[config.mk]
export PLATFORM = sky130hd
export DESIGN_NAME = akt_front_flat
export DESIGN_NICKNAME = d
export VERILOG_FILES = /design/src/rtl/core/akt_pkg.sv /design/src/rtl/core/akt_in_if.sv /design/src/rtl/core/akt_front.sv /design/src/flat_wrapper.sv
export SDC_FILE = /design/constraint.sdc
export NUM_CORES = 1
export LEC_CHECK = 0
export ABC_AREA = 1
export BUFFER_PORTS_ARGS = -buffer_cell sky130_fd_sc_hd__buf_2
export CAP_MARGIN = 20
export CORE_UTILIZATION = 25
export CTS_BUF_LIST = sky130_fd_sc_hd__clkbuf_8
export CTS_CLUSTER_SIZE = 24
export DETAILED_ROUTE_END_ITERATION = 8
export SETUP_SLACK_MARGIN = 0.3
export SLEW_MARGIN = 20
export SYNTH_ARGS = -nofsm -noshare
export SYNTH_HDL_FRONTEND = slang
export SYNTH_SLANG_ARGS = --single-unit
[constraint.sdc]
create_clock -name clk -period 12.42 [get_ports clk]
set_clock_uncertainty 0.15 [all_clocks]
set_input_delay 3.105 -clock clk [delete_from_list [all_inputs] [get_ports clk]]
set_output_delay 3.105 -clock clk [all_outputs]
set_load 0.05 [all_outputs]
[src/rtl/core/akt_pkg.sv]
// ----------------------------------------------------------------------------
// akt_pkg
// Shared types and codes for the aging keyed entry table.
// ----------------------------------------------------------------------------
package akt_pkg;

    localparam int PCI_W      = 9;
    localparam int FREQ_W     = 33;
    localparam int TIME_W     = 32;
    localparam int TIMEOUT_W  = 16;
    localparam int STATUS_W   = 2;
    localparam int SLOT_W     = 6;
    localparam int COUNT_W    = 7;
    localparam int CFG_IDX_W  = 8;
    localparam int CFG_DATA_W = 16;

    localparam logic [CFG_IDX_W-1:0] CFG_TRACKING = 8'd0;
    localparam logic [CFG_IDX_W-1:0] CFG_TIMEOUT  = 8'd1;

    localparam logic [TIMEOUT_W-1:0] TIMEOUT_RESET = 16'd30;

    localparam logic [STATUS_W-1:0] ST_REFRESHED = 2'd0;
    localparam logic [STATUS_W-1:0] ST_INSERTED  = 2'd1;
    localparam logic [STATUS_W-1:0] ST_FULL      = 2'd2;
    localparam logic [STATUS_W-1:0] ST_DISABLED  = 2'd3;

    typedef struct packed {
        logic              enabled;
        logic [PCI_W-1:0]  pci;
        logic [FREQ_W-1:0] freq;
        logic [TIME_W-1:0] now_seconds;
    } item_t;

    typedef struct packed {
        logic  valid;
        item_t item;
    } queue_head_t;

    typedef struct packed {
        logic [PCI_W-1:0]  cell_id;
        logic [FREQ_W-1:0] frequency;
        logic [TIME_W-1:0] seen_at;
        logic [TIME_W-1:0] born_at;
    } entry_t;

endpackage

[src/rtl/core/akt_in_if.sv]
// ----------------------------------------------------------------------------
// akt_in_if
// Sighting channel: valid, ready and the sighting fields.
// ----------------------------------------------------------------------------
interface akt_in_if;
    logic                       valid;
    logic                       ready;
    logic [akt_pkg::PCI_W-1:0]  pci;
    logic [akt_pkg::FREQ_W-1:0] freq;
    logic [akt_pkg::TIME_W-1:0] now_seconds;

    modport source (output valid, output pci, output freq, output now_seconds, input ready);
    modport sink   (input valid, input pci, input freq, input now_seconds, output ready);
endinterface

[src/rtl/core/akt_front.sv]
// ----------------------------------------------------------------------------
// akt_front
// Accepts sightings, tags them with the tracking mode and queues them.
// ----------------------------------------------------------------------------
module akt_front (
    input  logic                 clk,
    input  logic                 rst_n,
    akt_in_if.sink               sighting,
    input  logic                 tracking_enabled,
    output akt_pkg::queue_head_t head,
    input  logic                 head_ready
);

    akt_pkg::item_t slots_reg [2];
    logic           wr_ptr_reg;
    logic           wr_ptr_next;
    logic           rd_ptr_reg;
    logic           rd_ptr_next;
    logic [1:0]     count_reg;
    logic [1:0]     count_next;
    logic           push;
    logic           pop;

    assign sighting.ready = (count_reg != 2'd2);
    assign push = sighting.valid && sighting.ready;
    assign pop  = head.valid && head_ready;

    assign head.valid = (count_reg != 2'd0);
    assign head.item  = slots_reg[rd_ptr_reg];

    always_comb
    begin
        wr_ptr_next = push ? ~wr_ptr_reg : wr_ptr_reg;
        rd_ptr_next = pop ? ~rd_ptr_reg : rd_ptr_reg;
        count_next  = count_reg + {1'b0, push} - {1'b0, pop};
    end

    always_ff @(posedge clk)
    begin
        if (push)
        begin
            slots_reg[wr_ptr_reg] <= '{enabled:     tracking_enabled,
                                       pci:         sighting.pci,
                                       freq:        sighting.freq,
                                       now_seconds: sighting.now_seconds};
        end
    end

    always_ff @(posedge clk or negedge rst_n)
    begin
        if (!rst_n)
        begin
            wr_ptr_reg <= 1'b0;
            rd_ptr_reg <= 1'b0;
            count_reg  <= 2'd0;
        end
        else
        begin
            wr_ptr_reg <= wr_ptr_next;
            rd_ptr_reg <= rd_ptr_next;
            count_reg  <= count_next;
        end
    end

endmodule

[src/flat_wrapper.sv]
// flat-port wrapper written by rule: the top's interface ports become plain ports
module akt_front_flat 
  (clk, rst_n, tracking_enabled, head, head_ready, sighting_valid, sighting_pci, sighting_freq, sighting_now_seconds, sighting_ready);
  akt_in_if sighting_i ();
  input  logic clk;
  input  logic rst_n;
  input  logic tracking_enabled;
  output akt_pkg::queue_head_t head;
  input  logic head_ready;
  input wire logic [$bits(sighting_i.valid)-1:0] sighting_valid;
  input wire logic [$bits(sighting_i.pci)-1:0] sighting_pci;
  input wire logic [$bits(sighting_i.freq)-1:0] sighting_freq;
  input wire logic [$bits(sighting_i.now_seconds)-1:0] sighting_now_seconds;
  output wire logic [$bits(sighting_i.ready)-1:0] sighting_ready;
  assign sighting_i.valid = sighting_valid;
  assign sighting_i.pci = sighting_pci;
  assign sighting_i.freq = sighting_freq;
  assign sighting_i.now_seconds = sighting_now_seconds;
  assign sighting_ready = sighting_i.ready;
  akt_front u_core (.clk(clk), .rst_n(rst_n), .sighting(sighting_i), .tracking_enabled(tracking_enabled), .head(head), .head_ready(head_ready));
endmodule
# Word-level counts from Yosys, hierarchy flattened
# Memories as Yosys holds them, arrays and structs flattened.
# Cells that the tools add are included.
[word_totals]
wordCells = 14
inputBits = 79
mem_bits_rw = 150
reg_bits = 4
memories = 1
[op_classes]
addsub = 2
n_mux = 2
eq_ne = 1
n_reduce_logical = 3
n_bitwise = 2
[mem_list]
columns = ["memory", "words", "width", "rd", "rd_ports_with_merged_regs", "wr", "line", "source"]
rows = [
  ["u_core.slots_reg", 2, 75, 1, 0, 1, "akt_front.sv:14", "akt_pkg::item_t slots_reg [2];"],
]
[ops]
columns = ["cell", "count"]
rows = [
  ["2-bit by 1-bit adder with 2-bit output", 1],
  ["1-bit logical AND", 2],
  ["1-bit two-way mux", 2],
  ["2-bit != test, second input constant", 1],
  ["1-bit NOT", 2],
  ["2-bit nonzero test", 1],
  ["2-bit by 1-bit subtractor with 2-bit output", 1],
]

# Logic depth before layout (Yosys ltp)
[logic_depth]
depth_word = 4
ltp_mapped = 10
ltp_nobuf = 10

# Least setup slack after synthesis
# Ideal clock, no wire load.
[synth_path]
path_kind = "in2reg"
start = "input sighting_valid"
end = "memory u_core.slots_reg[1][0] in the netlist's numbering (enable)"
arrival_time_ns = 6.340
n_path_buf = 0
path_slack_ns = 5.420
t_required_ns = 11.761
setup_ns = 0.509
stages = 2
path_cell_list = "nand2_1 -> nor2_1"
[synth_via]
elab_chain_len = 3
[synth_rtl]
columns = ["item", "line", "source"]
rows = [
  ["from (decl)", "flat_wrapper.sv:10", "input wire logic [$bits(sighting_i.valid)-1:0] sighting_valid;"],
  ["1-bit logical AND", "akt_front.sv:25", "assign push = sighting.valid && sighting.ready;"],
  ["1-bit two-way mux", "akt_front.sv:40", "if (push)"],
  ["1-bit two-way mux (not written as such)", "akt_front.sv:42", "slots_reg[wr_ptr_reg] <= '{enabled: tracking_enabled,"],
  ["to (decl)", "akt_front.sv:14", ""],
]
# No other way between the ends.

==> metrics.txt <==
status=complete, but fails checks; failing checks=DRC; Post-route DRC=8; maximum vdd drop=0.000107 V; Synth cell types=12; first-pass GRT wire length=18,300 µm; Placer Congestion=0.694; Setup violations, final=0; Storage cell area=0.00461 mm²; RSZ-0062 raised after global routing=false; Synth Area per Inst=13.5 µm²; boundary pin count=156; Ys Warns=0; critical path required time=9.16 ns; Syn Nets=506; max frequency=188 MHz; Critical Path End Type=output pin; H-tree Lvls=4; final-report hold violation count=0; type of the worst setup path=reg2out; fill count=2,280; CTS Root Buffer Type=clkbuf_8; Die H=154 µm; Core Rows=55; worst min-delay path class=reg2reg; cts bufs inserted=17; Starting Density=25.5%; footprint of the multi-input gates=970 µm²; setup tns final=0 ns; leakage power=3.07 nW; drt total wl=12,100 µm; clk buf depth=2; core area=0.0226 mm²; max-cap violations=0; antenna violations before repair=1; TritonCTS clock tree=built; Clock Sinks=154; via count=3,490; Final Slew Violations=0; total power=2.06 mW; post-synthesis sequential area ratio=80.1%; minimum clock period=5.31 ns; number of flip-flops in the largest register=150; Die X=154 µm; Initial DRC Count=201; Yosys reg bits=154; I/O Buffers=155; vias per inst=3.94; Post-CTS Setup Bufs=0; Hold-fix buffers, CTS=0; drt pass-1 iters=6; largest net degree at the start of global routing=77; layout cell share with drive strength beyond 1=33.4%; clk_lat worst skew=0.43 ns; synthesis-to-finish area growth=25.2%; vias in the first global route=3,456; Die Footprint=0.0236 mm²; HPWL Detailed=7200 µm; max_slew headroom=34.2%; Cell Area, Synth=0.00575 mm²; Clock Pin Slew Worst Setup and Hold Paths=0.08 ns; Total Nets Final=667; ANT nets after route=0; DR WL/cell=13.6 µm; Worst-Margin Slew=0.987 ns; Tot GR Track Use=10.5%; total grt overflow=0; Placed Area=0.00677 mm²; Gate Count Post-Synth=425; design area=0.00720 mm²; maximum fanout along the worst path=76; Resize count post-CTS=0; element type at the critical path start=register; PD cells=286 mW/mm²; fin crit share=42.8%; CP Data Arrival Time=2.06 ns
## worst max-delay path: stages (launching register included)
cell	delay, ns
dfrtp_2	0.43
inv_4	0.64
nand2_1	0.10
nand2_1	0.15
buf_2	0.28
## kinds of logic after synthesis
group	synth area share, %
DFF	80.1
adders and majority gates	0.435
and+or+nand+nor	16.3
buffers and inverters	3.11
## power breakdown
group / leakage (nW) / switching [mW] / internal [mW]
sequential: 1.44 / 0.0260 / 0.709
clock: 0.209 / 0.183 / 0.196
combinational: 1.42 / 0.768 / 0.176
## placed cells by master, fill, tap and decap left out
cell          n
nand2_1     228
clkinv_2      4
edfxtp_1    150
dfrtp_2       1
inv_4         1
diode_2       2
nor2_4        1
buf_2       155
clkinvlp_4    1
inv_1        11
buf_16        1
inv_6         2
ha_1          2
bufinv_16     3
dfrtp_1       3
clkinv_1      2
nand3_1       3
clkbuf_8     17
clkinv_4      1
nand2_2      10
buf_4         3
## layer usage
metal  track usage (%)  vias to the layer above  part of all wire [%]
met5                 0                        -                     0
met4              5.29                        0                   2.4
met3              3.24                       17                   5.2
met2              18.0                      104                    51
met1              11.7                     1628                    42
li1                  -                     1741                     -
## cell usage after synthesis (all sizes together)
cell | count | area [µm²]
edfxtp | 150 | 4500
nand2 | 238 | 918
ha | 2 | 25.0
nor2 | 1 | 3.75
nand3 | 3 | 15.0
dfrtp | 4 | 100
buf | 17 | 139
inv | 10 | 40.0
## final timing paths
check,startpoint,end,slack (ns),depth (start not counted)
min in group asynchronous,rst_n,u_core.rd_ptr_reg,2.31,1
max in group asynchronous,rst_n,u_core.rd_ptr_reg,9.68,1
min,u_core.wr_ptr_reg,u_core.wr_ptr_reg,0.33,2
min reg2reg,u_core.wr_ptr_reg,u_core.wr_ptr_reg,0.33,2
max,u_core.rd_ptr_reg,head[66],7.11,4
max reg2reg,u_core.count_reg[1],u_core.slots_reg[1][28],10.00,5
## cell type report
cell class / count / share of cell area [%]
flip-flops and latches: 154 / 64.0
multi-input cells: 244 / 13.5
repair buffers: 159 / 11.5
well taps: 285 / 4.96
clock buffers: 17 / 3.25
clock inverters: 15 / 2.19
inverters: 10 / 0.574
diodes: 2 / 0.0696
## metrics by stage
step	worst slack, ns	utilization, %	hold slack (ns)	std cells
global placement	7.07	30.0	0.306	851
detailed placement	7.01	30.0	0.318	851
finish	7.11	31.9	0.328	886
global route	6.91	31.9	0.366	885
floorplan	5.42	-	0.292	425
CTS	7.01	31.7	0.336	883
Power figures use the tool's default switching activity.
